`src/sv/tes_pkg.sv`:
```
// Shared types and constants for the timer expiry scheduler.
package tes_pkg;

   localparam logic [2:0] OP_ARM_ONCE = 3'd0;
   localparam logic [2:0] OP_ARM_PERIODIC = 3'd1;
   localparam logic [2:0] OP_FIRE_NOW = 3'd2;
   localparam logic [2:0] OP_CANCEL = 3'd3;
   localparam logic [2:0] OP_TICK = 3'd4;

   localparam logic [1:0] KIND_ASSIGNED = 2'd0;
   localparam logic [1:0] KIND_FIRED = 2'd1;
   localparam logic [1:0] KIND_REJECTED = 2'd2;

   localparam int MAX_FIRES = 16;

   typedef struct packed {
      logic [2:0]  op;
      logic [15:0] delay_ms;
      logic [31:0] cancel_id;
   } req_type;

   typedef struct packed {
      logic [1:0]  kind;
      logic [31:0] timer_id;
      logic        last;
   } rsp_type;

   typedef enum logic [2:0] {
      ST_IDLE,
      ST_SCAN,
      ST_FIRE,
      ST_EMIT1,
      ST_EMIT2
   } state_type;

endpackage

```
`src/sv/tes_if.sv`:
```
// Valid/ready channel interface for request and response transactions.
interface tes_req_if;
   logic              valid;
   logic              ready;
   tes_pkg::req_type  payload;
   modport source (output valid, output payload, input ready);
   modport sink (input valid, input payload, output ready);
endinterface

interface tes_rsp_if;
   logic              valid;
   logic              ready;
   tes_pkg::rsp_type  payload;
   modport source (output valid, output payload, input ready);
   modport sink (input valid, input payload, output ready);
endinterface

```
`src/sv/timer_expiry_scheduler.sv`:
```
// Top level of the timer expiry scheduler.
//  channel | dir | transaction
//  req     | in  | op, delay_ms, cancel_id
//  rsp     | out | kind, timer_id, last
//  csr     | in  | enabled write
// Arm, fire and cancel are taken from idle; a tick runs one serial slot-scan pass
// per fired timer, plus a final pass when fewer than MAX_FIRES timers fire.
// Reset is synchronous; all timers are dropped and ids restart at one.
// A stalled response holds the back end; the front queue holds two requests.
module timer_expiry_scheduler #(
   parameter int NUM_TIMERS = 16
) (
   input  logic  clock,
   input  logic  reset,
   input  logic  csr_we,
   input  logic  csr_wdata,
   tes_req_if.sink   req,
   tes_rsp_if.source rsp
);

   logic enabled_ff;
   logic cmd_valid, cmd_take;
   tes_pkg::req_type cmd;

   always_ff @(posedge clock) begin
      if (reset) begin
         enabled_ff <= 1'b0;
      end else if (csr_we) begin
         enabled_ff <= csr_wdata;
      end
   end

   tes_front u_front (
      .clock(clock), .reset(reset), .req(req),
      .cmd_valid(cmd_valid), .cmd(cmd), .cmd_take(cmd_take)
   );

   tes_back #(.NUM_TIMERS(NUM_TIMERS)) u_back (
      .clock(clock), .reset(reset), .enabled(enabled_ff),
      .cmd_valid(cmd_valid), .cmd(cmd), .cmd_take(cmd_take), .rsp(rsp)
   );

endmodule

```
`src/sv/tes_front.sv`:
```
// Front end: request intake into a two-entry command queue.
module tes_front (
   input  logic               clock,
   input  logic               reset,
   tes_req_if.sink            req,
   output logic               cmd_valid,
   output tes_pkg::req_type   cmd,
   input  logic               cmd_take
);

   tes_pkg::req_type q_ff [2];
   tes_pkg::req_type q_in [2];
   logic [1:0] cnt_ff, cnt_in;
   logic push;

   assign req.ready = (cnt_ff != 2'd2);
   assign push = req.valid && req.ready
      && (req.payload.op == tes_pkg::OP_ARM_ONCE || req.payload.op == tes_pkg::OP_ARM_PERIODIC
       || req.payload.op == tes_pkg::OP_FIRE_NOW || req.payload.op == tes_pkg::OP_CANCEL
       || req.payload.op == tes_pkg::OP_TICK);
   assign cmd_valid = (cnt_ff != 2'd0);
   assign cmd = q_ff[0];

   always_comb begin
      q_in = q_ff;
      cnt_in = cnt_ff;
      if (cmd_take && cmd_valid) begin
         q_in[0] = q_ff[1];
         cnt_in = cnt_in - 2'd1;
      end
      if (push) begin
         q_in[cnt_in[0]] = req.payload;
         cnt_in = cnt_in + 2'd1;
      end
   end

   always_ff @(posedge clock) begin
      q_ff <= q_in;
      if (reset) begin
         cnt_ff <= 2'd0;
      end else begin
         cnt_ff <= cnt_in;
      end
   end

endmodule

```
`src/sv/tes_back.sv`:
```
// Back end: timer store, id allocation, expiry scan and response output.
module tes_back #(
   parameter int NUM_TIMERS = 16
) (
   input  logic               clock,
   input  logic               reset,
   input  logic               enabled,
   input  logic               cmd_valid,
   input  tes_pkg::req_type   cmd,
   output logic               cmd_take,
   tes_rsp_if.source          rsp
);

   localparam int IW = $clog2(NUM_TIMERS);
   localparam int FW = $clog2(tes_pkg::MAX_FIRES + 1);

   logic [NUM_TIMERS-1:0] live_ff, live_in, chosen_ff, chosen_in;
   logic [31:0] ident_ff [NUM_TIMERS];
   logic [31:0] due_ff [NUM_TIMERS];
   logic [15:0] period_ff [NUM_TIMERS];
   logic [NUM_TIMERS-1:0] periodic_ff;
   logic [31:0] next_id_ff, next_id_in, now_ff, now_in;
   tes_pkg::state_type state_ff, state_in;
   logic [IW-1:0] idx_ff, idx_in, best_ff, best_in;
   logic found_ff, found_in;
   logic [31:0] best_od_ff, best_od_in, best_id_ff, best_id_in;
   logic [FW-1:0] nfire_ff, nfire_in;
   logic [31:0] hold_id_ff, hold_id_in;
   logic pend_ff, pend_in;
   tes_pkg::rsp_type pend_data_ff, pend_data_in;
   logic out_valid_ff, out_valid_in;
   tes_pkg::rsp_type out_ff, out_in;

   logic [31:0] od;
   logic cand, out_free, wr_slot, fire_slot;
   logic [IW-1:0] free_idx;
   logic has_free;
   logic [15:0] per1;

   assign out_free = !out_valid_ff || rsp.ready;
   assign rsp.valid = out_valid_ff;
   assign rsp.payload = out_ff;
   assign od = now_ff - due_ff[idx_ff];
   assign cand = live_ff[idx_ff] && !chosen_ff[idx_ff] && !od[31];
   assign per1 = (period_ff[best_ff] == 16'd0) ? 16'd1 : period_ff[best_ff];

   always_comb begin
      has_free = 1'b0;
      free_idx = '0;
      for (int i = NUM_TIMERS - 1; i >= 0; i--) begin
         if (!live_ff[i]) begin
            has_free = 1'b1;
            free_idx = IW'(i);
         end
      end
   end

   always_comb begin
      state_in = state_ff;
      case (state_ff)
         tes_pkg::ST_IDLE: begin
            if (cmd_valid && out_free && !pend_ff) begin
               if (cmd.op == tes_pkg::OP_TICK) begin
                  state_in = tes_pkg::ST_SCAN;
               end else if (cmd.op == tes_pkg::OP_FIRE_NOW && enabled) begin
                  state_in = tes_pkg::ST_EMIT2;
               end
            end
         end
         tes_pkg::ST_SCAN: begin
            if (idx_ff == IW'(NUM_TIMERS - 1)) begin
               state_in = tes_pkg::ST_FIRE;
            end
         end
         tes_pkg::ST_FIRE: begin
            if (!found_ff) begin
               state_in = tes_pkg::ST_EMIT1;
            end else if (out_free) begin
               state_in = tes_pkg::ST_SCAN;
            end
         end
         tes_pkg::ST_EMIT1: begin
            if (out_free) begin
               state_in = tes_pkg::ST_IDLE;
            end
         end
         tes_pkg::ST_EMIT2: begin
            if (out_free) begin
               state_in = tes_pkg::ST_IDLE;
            end
         end
         default: state_in = tes_pkg::ST_IDLE;
      endcase
   end

   always_comb begin
      live_in = live_ff;
      chosen_in = chosen_ff;
      next_id_in = next_id_ff;
      now_in = now_ff;
      idx_in = idx_ff;
      best_in = best_ff;
      found_in = found_ff;
      best_od_in = best_od_ff;
      best_id_in = best_id_ff;
      nfire_in = nfire_ff;
      hold_id_in = hold_id_ff;
      pend_in = pend_ff;
      pend_data_in = pend_data_ff;
      out_valid_in = out_valid_ff && !rsp.ready;
      out_in = out_ff;
      cmd_take = 1'b0;
      wr_slot = 1'b0;
      fire_slot = 1'b0;
      case (state_ff)
         tes_pkg::ST_IDLE: begin
            if (cmd_valid && out_free && !pend_ff) begin
               cmd_take = 1'b1;
               case (cmd.op)
                  tes_pkg::OP_ARM_ONCE, tes_pkg::OP_ARM_PERIODIC: begin
                     out_valid_in = 1'b1;
                     out_in.last = 1'b1;
                     if (enabled && has_free) begin
                        wr_slot = 1'b1;
                        live_in[free_idx] = 1'b1;
                        out_in.kind = tes_pkg::KIND_ASSIGNED;
                        out_in.timer_id = next_id_ff;
                        next_id_in = (next_id_ff == 32'hFFFF_FFFF) ? 32'd1 : next_id_ff + 32'd1;
                     end else begin
                        out_in.kind = tes_pkg::KIND_REJECTED;
                        out_in.timer_id = '0;
                     end
                  end
                  tes_pkg::OP_FIRE_NOW: begin
                     out_valid_in = 1'b1;
                     if (enabled) begin
                        out_in.kind = tes_pkg::KIND_ASSIGNED;
                        out_in.timer_id = next_id_ff;
                        out_in.last = 1'b0;
                        hold_id_in = next_id_ff;
                        next_id_in = (next_id_ff == 32'hFFFF_FFFF) ? 32'd1 : next_id_ff + 32'd1;
                     end else begin
                        out_in.kind = tes_pkg::KIND_REJECTED;
                        out_in.timer_id = '0;
                        out_in.last = 1'b1;
                     end
                  end
                  tes_pkg::OP_CANCEL: begin
                     for (int i = 0; i < NUM_TIMERS; i++) begin
                        if (live_ff[i] && ident_ff[i] == cmd.cancel_id) begin
                           live_in[i] = 1'b0;
                        end
                     end
                  end
                  tes_pkg::OP_TICK: begin
                     now_in = now_ff + 32'd1;
                     chosen_in = '0;
                     nfire_in = '0;
                     idx_in = '0;
                     found_in = 1'b0;
                  end
                  default: begin
                  end
               endcase
            end
         end
         tes_pkg::ST_SCAN: begin
            if (cand && (!found_ff || od > best_od_ff
                  || (od == best_od_ff && ident_ff[idx_ff] < best_id_ff))) begin
               found_in = 1'b1;
               best_in = idx_ff;
               best_od_in = od;
               best_id_in = ident_ff[idx_ff];
            end
            idx_in = (idx_ff == IW'(NUM_TIMERS - 1)) ? '0 : idx_ff + IW'(1);
         end
         tes_pkg::ST_FIRE: begin
            if (found_ff && out_free) begin
               fire_slot = 1'b1;
               chosen_in[best_ff] = 1'b1;
               if (!periodic_ff[best_ff]) begin
                  live_in[best_ff] = 1'b0;
               end
               if (pend_ff) begin
                  out_valid_in = 1'b1;
                  out_in = pend_data_ff;
               end
               pend_in = 1'b1;
               pend_data_in.kind = tes_pkg::KIND_FIRED;
               pend_data_in.timer_id = best_id_ff;
               pend_data_in.last = 1'b0;
               nfire_in = nfire_ff + FW'(1);
               found_in = 1'b0;
               idx_in = '0;
            end
         end
         tes_pkg::ST_EMIT1: begin
            if (out_free) begin
               if (pend_ff) begin
                  out_valid_in = 1'b1;
                  out_in = pend_data_ff;
                  out_in.last = 1'b1;
               end
               pend_in = 1'b0;
            end
         end
         tes_pkg::ST_EMIT2: begin
            if (out_free) begin
               out_valid_in = 1'b1;
               out_in.kind = tes_pkg::KIND_FIRED;
               out_in.timer_id = hold_id_ff;
               out_in.last = 1'b1;
            end
         end
         default: begin
         end
      endcase
      if (state_ff == tes_pkg::ST_FIRE && found_ff && out_free
            && nfire_ff == FW'(tes_pkg::MAX_FIRES - 1)) begin
         found_in = 1'b0;
      end
   end

   logic stop_ff;
   always_ff @(posedge clock) begin
      if (wr_slot) begin
         ident_ff[free_idx] <= next_id_ff;
         due_ff[free_idx] <= now_ff + {16'd0, cmd.delay_ms};
         period_ff[free_idx] <= cmd.delay_ms;
         periodic_ff[free_idx] <= (cmd.op == tes_pkg::OP_ARM_PERIODIC);
      end
      if (fire_slot) begin
         due_ff[best_ff] <= now_ff + {16'd0, per1};
      end
      idx_ff <= idx_in;
      best_ff <= best_in;
      best_od_ff <= best_od_in;
      best_id_ff <= best_id_in;
      hold_id_ff <= hold_id_in;
      pend_data_ff <= pend_data_in;
      out_ff <= out_in;
      chosen_ff <= chosen_in;
      nfire_ff <= nfire_in;
      if (reset) begin
         state_ff <= tes_pkg::ST_IDLE;
         live_ff <= '0;
         next_id_ff <= 32'd1;
         now_ff <= '0;
         found_ff <= 1'b0;
         pend_ff <= 1'b0;
         out_valid_ff <= 1'b0;
         stop_ff <= 1'b0;
      end else begin
         live_ff <= live_in;
         next_id_ff <= next_id_in;
         now_ff <= now_in;
         out_valid_ff <= out_valid_in;
         pend_ff <= pend_in;
         stop_ff <= (state_ff == tes_pkg::ST_FIRE && found_ff && out_free
            && nfire_ff == FW'(tes_pkg::MAX_FIRES - 1));
         if (stop_ff) begin
            state_ff <= tes_pkg::ST_EMIT1;
            found_ff <= 1'b0;
         end else begin
            state_ff <= state_in;
            found_ff <= found_in;
         end
      end
   end

endmodule
```
`src/flat_wrapper.sv`:
```
// flat-port wrapper written by rule: the top's interface ports become plain ports
module timer_expiry_scheduler_flat 
#(
   parameter int NUM_TIMERS = 16
)
  (clock, reset, csr_we, csr_wdata, req_valid, req_payload, req_ready, rsp_valid, rsp_payload, rsp_ready);
  tes_req_if req_i ();
  tes_rsp_if rsp_i ();
  input  logic clock;
  input  logic reset;
  input  logic csr_we;
  input  logic csr_wdata;
  input wire logic [$bits(req_i.valid)-1:0] req_valid;
  input wire logic [$bits(req_i.payload)-1:0] req_payload;
  output wire logic [$bits(req_i.ready)-1:0] req_ready;
  output wire logic [$bits(rsp_i.valid)-1:0] rsp_valid;
  output wire logic [$bits(rsp_i.payload)-1:0] rsp_payload;
  input wire logic [$bits(rsp_i.ready)-1:0] rsp_ready;
  assign req_i.valid = req_valid;
  assign req_i.payload = req_payload;
  assign req_ready = req_i.ready;
  assign rsp_valid = rsp_i.valid;
  assign rsp_payload = rsp_i.payload;
  assign rsp_i.ready = rsp_ready;
  timer_expiry_scheduler #(.NUM_TIMERS(NUM_TIMERS)) u_core (.clock(clock), .reset(reset), .csr_we(csr_we), .csr_wdata(csr_wdata), .req(req_i), .rsp(rsp_i));
endmodule
```
`config.mk`:
```
export PLATFORM = sky130hd
export DESIGN_NAME = timer_expiry_scheduler_flat
export DESIGN_NICKNAME = d
export VERILOG_FILES = /design/src/sv/tes_pkg.sv /design/src/sv/tes_if.sv /design/src/sv/timer_expiry_scheduler.sv /design/src/sv/tes_front.sv /design/src/sv/tes_back.sv /design/src/flat_wrapper.sv
export SDC_FILE = /design/constraint.sdc
export NUM_CORES = 2
export LEC_CHECK = 0
export BUFFER_PORTS_ARGS = -buffer_cell sky130_fd_sc_hd__buf_2
export CORE_MARGIN = 5
export CORE_UTILIZATION = 50
export CTS_CLUSTER_SIZE = 12
export DETAILED_ROUTE_END_ITERATION = 16
export PLACE_DENSITY = 0.66
export SYNTH_ARGS = -nofsm -noshare
export SYNTH_HDL_FRONTEND = slang
export SYNTH_SLANG_ARGS = --single-unit
```
`constraint.sdc`:
```
create_clock -name clock -period 11.8 [get_ports clock]
set_clock_uncertainty 0.05 [all_clocks]
set_input_delay 0.59 -clock clock [delete_from_list [all_inputs] [get_ports clock]]
set_output_delay 0.59 -clock clock [all_outputs]
set_load 0.02 [all_outputs]
```
==> impl_metrics.ini <==
[run_status]
outcome = complete, no violations

[sta]
setup_viol = 0
relSlewSlack = 0.1673
rsz0062_at_grt = no
fmaxAchievable_ghz = 0.1129
hold_ws_ps = 120.1
fin_crit_ps = 8855
hold_viol = 0
worstMarginPinSlew_ps = 1247
slew_violations = 0
fin_crit_sh = 0.7504
setup-tns-final_ps = 0

[worst_hold_path]
min-delay-start = rsp_ready
worstHoldPathType = primary input to register

[clock_tree]
cts_buffer_depth = 3
hold_buffers = 53
postCtsSetupRepairBufs = 0
clock_sinks = 1688
clk_latency_ps = 820
cts.clk_slew.worst_paths_ps = 60
postCtsResizedCells = 0
cts_buffers = 177
htree_num_levels = 4
root_buffer = clkbuf_16
cts_tree = built

[synthesis]
syn_area_per_cell_um2 = 16.46
synth_top_area_share = 0.6240
synth_commonest_cells = edfxtp_1, xnor2_1, mux4_2, nand2_1, nor2_1
synthTopCellsByArea = edfxtp_1, mux4_2, xnor2_1, dfxtp_1, ha_1
async_flop_share = 0
yosysMostFrequentCell = edfxtp_1
synth_seq_cells = 1688
synth_top_area_cell = edfxtp_1
ys_types = 73
yosys_most_used_dff = edfxtp_1
synthCells = 4499
synth_enable_flop_cells = 1539
ys_warn_count = 0
syn_nets = 4676
syn-cell-area_um2 = 74060
yosysSeqAreaShare = 0.6643

[routing]
ant_nets = 0
vias_per_cell = 6.243
drtPass1Iterations = 9
routed_wl_mm = 203.2
first_iter_violations = 5445
wl_per_cell_um = 30.01
vias = 42270
drcViolationCount = 0

[global_route]
grt_pass1_vias = 41590
grt_pass1_wl_mm = 293.7
grt_use_total = 0.2590
grt_max_degree = 118
antenna_found_initial = 4
grt-ovfl-total = 0

[power_and_ir_drop]
p_leak_nw = 28.66
p_total_mw = 17.81
max-vdd-ir-drop_mv = 0.1704
power.density_nw_per_um2 = 213.8

[floorplanning]
start_util = 0.5021
die_area_um2 = 155900
ios = 94
num_rows = 141
die_w_um = 394.9
dieHeight_um = 394.9
core_area_um2 = 147500

[job]
cap_violations = 0

[worst_setup_path]
cp.arrival_ps = 9240
cp-end-kind = register
cp-start-kind = register
crit_type = register to register
critPathMaxFanout = 42
cp.required_ps = 12180

[finish]
drive_gt1_frac = 0.1843
fillers = 11320
area_growth_pct = 12.45
finalNetCount = 4878

[placement]
gp_congestion = 0.9433
portBuffers = 93
place_hpwl_mm = 132.6
[kinds of logic after synthesis]
logic type | synth area share
multiplexers | 0.1314
adder cells (fa/ha/maj) | 0.02048
buffers and inverters | 0.01975
AND/OR/NAND/NOR | 0.05550
XOR/XNOR | 0.07344
flip-flops | 0.6643
AO/OA/AOI/OAI | 0.03507
[path summary, 6_finish.rpt]
check | end | slack, ps | cells past startpoint
worst max register to register | u_core.u_back.best_id_ff[4] | 2940 | 24
worst min register to register | u_core.u_back.pend_data_ff[13] | 400 | 0
worst min-delay path | u_core.u_back.rsp.valid | 120 | 4
worst max-delay path | u_core.u_back.best_id_ff[4] | 2940 | 24
[registers in the layout, indices dropped and copies added (netlist names), 3 cells and up, named ones only]
register	cells
u_core.u_back.best_ff	4
u_core.u_back.best_id_ff	32
u_core.u_back.best_od_ff	32
u_core.u_back.chosen_ff	16
u_core.u_back.due_ff	512
u_core.u_back.hold_id_ff	32
u_core.u_back.ident_ff	512
u_core.u_back.idx_ff	4
u_core.u_back.live_ff	16
u_core.u_back.next_id_ff	32
u_core.u_back.nfire_ff	5
u_core.u_back.now_ff	32
u_core.u_back.pend_data_ff	32
u_core.u_back.period_ff	256
u_core.u_back.periodic_ff	16
u_core.u_back.rsp.payload	35
u_core.u_back.state_ff	3
u_core.u_front.cmd	51
u_core.u_front.q_ff	51
[stage by stage]
stage	utilization	instances	cell area (um^2)	setup WS, ps
global route	0.5646	6770	83270	2338
floorplan	-	4499	74060	3544
detailed placement	0.5234	6399	77190	2952
finish	0.5646	6771	83280	2945
global placement	0.5234	6399	77190	3095
CTS	0.5646	6770	83270	2860
[cells in the final DEF (no fill, tap or decap), types with 19 or more instances in the layout]
cell type      instances
edfxtp_1            1539
xnor2_1              475
mux4_2               403
nand2_1              206
clkbuf_16            178
inv_1                157
nor2_1               146
xor2_1               146
dfxtp_1              143
nand4_1              142
ha_1                 117
o21ai_0              112
a21oi_1              107
buf_4                100
buf_2                 93
clkbuf_1              67
nor4_1                56
mux2i_1               56
dlygate4sd3_1         53
nand3_1               51
nor3_1                37
a21o_1                35
nor2_4                34
a222oi_1              32
clkinv_1              26
nand2b_1              24
or3_1                 24
and3_1                22
nor2b_1               19
[report_power, final]
part | switching (mW) | internal, mW | leakage, nW
Sequential | 0.372 | 7.10 | 16.7
Clock | 2.34 | 3.01 | 2.68
Combinational | 3.09 | 1.89 | 9.32
[final cells by class]
cell class / instances / area [um^2] / share of cell area
Timing Repair Buffer: 248 / 1787 / 0.02145
Antenna cell: 1 / 2.502 / 0.00003005
Clock buffer: 256 / 4857 / 0.05833
Multi-Input combinational cell: 2427 / 23710 / 0.2847
Inverter: 159 / 596.8 / 0.007167
Tap cell: 1930 / 2415 / 0.02900
Sequential cell: 1688 / 49220 / 0.5910
Clock inverter: 62 / 696.9 / 0.008369
[critical path, cell delays in order, from the launching register on]
cell       delay (ps)
dfxtp_4           890
buf_4             760
mux4_2            600
mux4_2            460
inv_1             140
ha_1              290
a21o_1            230
o21bai_1          170
a221oi_1          360
o21ai_0           150
or2_2             350
a21o_1            200
a21o_1            180
a21oi_1           170
xnor2_1           110
ha_1              300
nand4_1           140
nor3_1            250
and3_1            220
o2111ai_1         100
or3_1             320
a211o_1           340
or2_1             330
inv_2             610
buf_4             560
[metal layers]
metal,routed length [um],part of all wire,GRT usage
met5,0,0,0
met4,7202,0.035,0.08865
met3,21370,0.11,0.05472
met2,89920,0.44,0.3823
met1,84730,0.42,0.3863
Note: power is estimated with default switching activity, not from simulation.
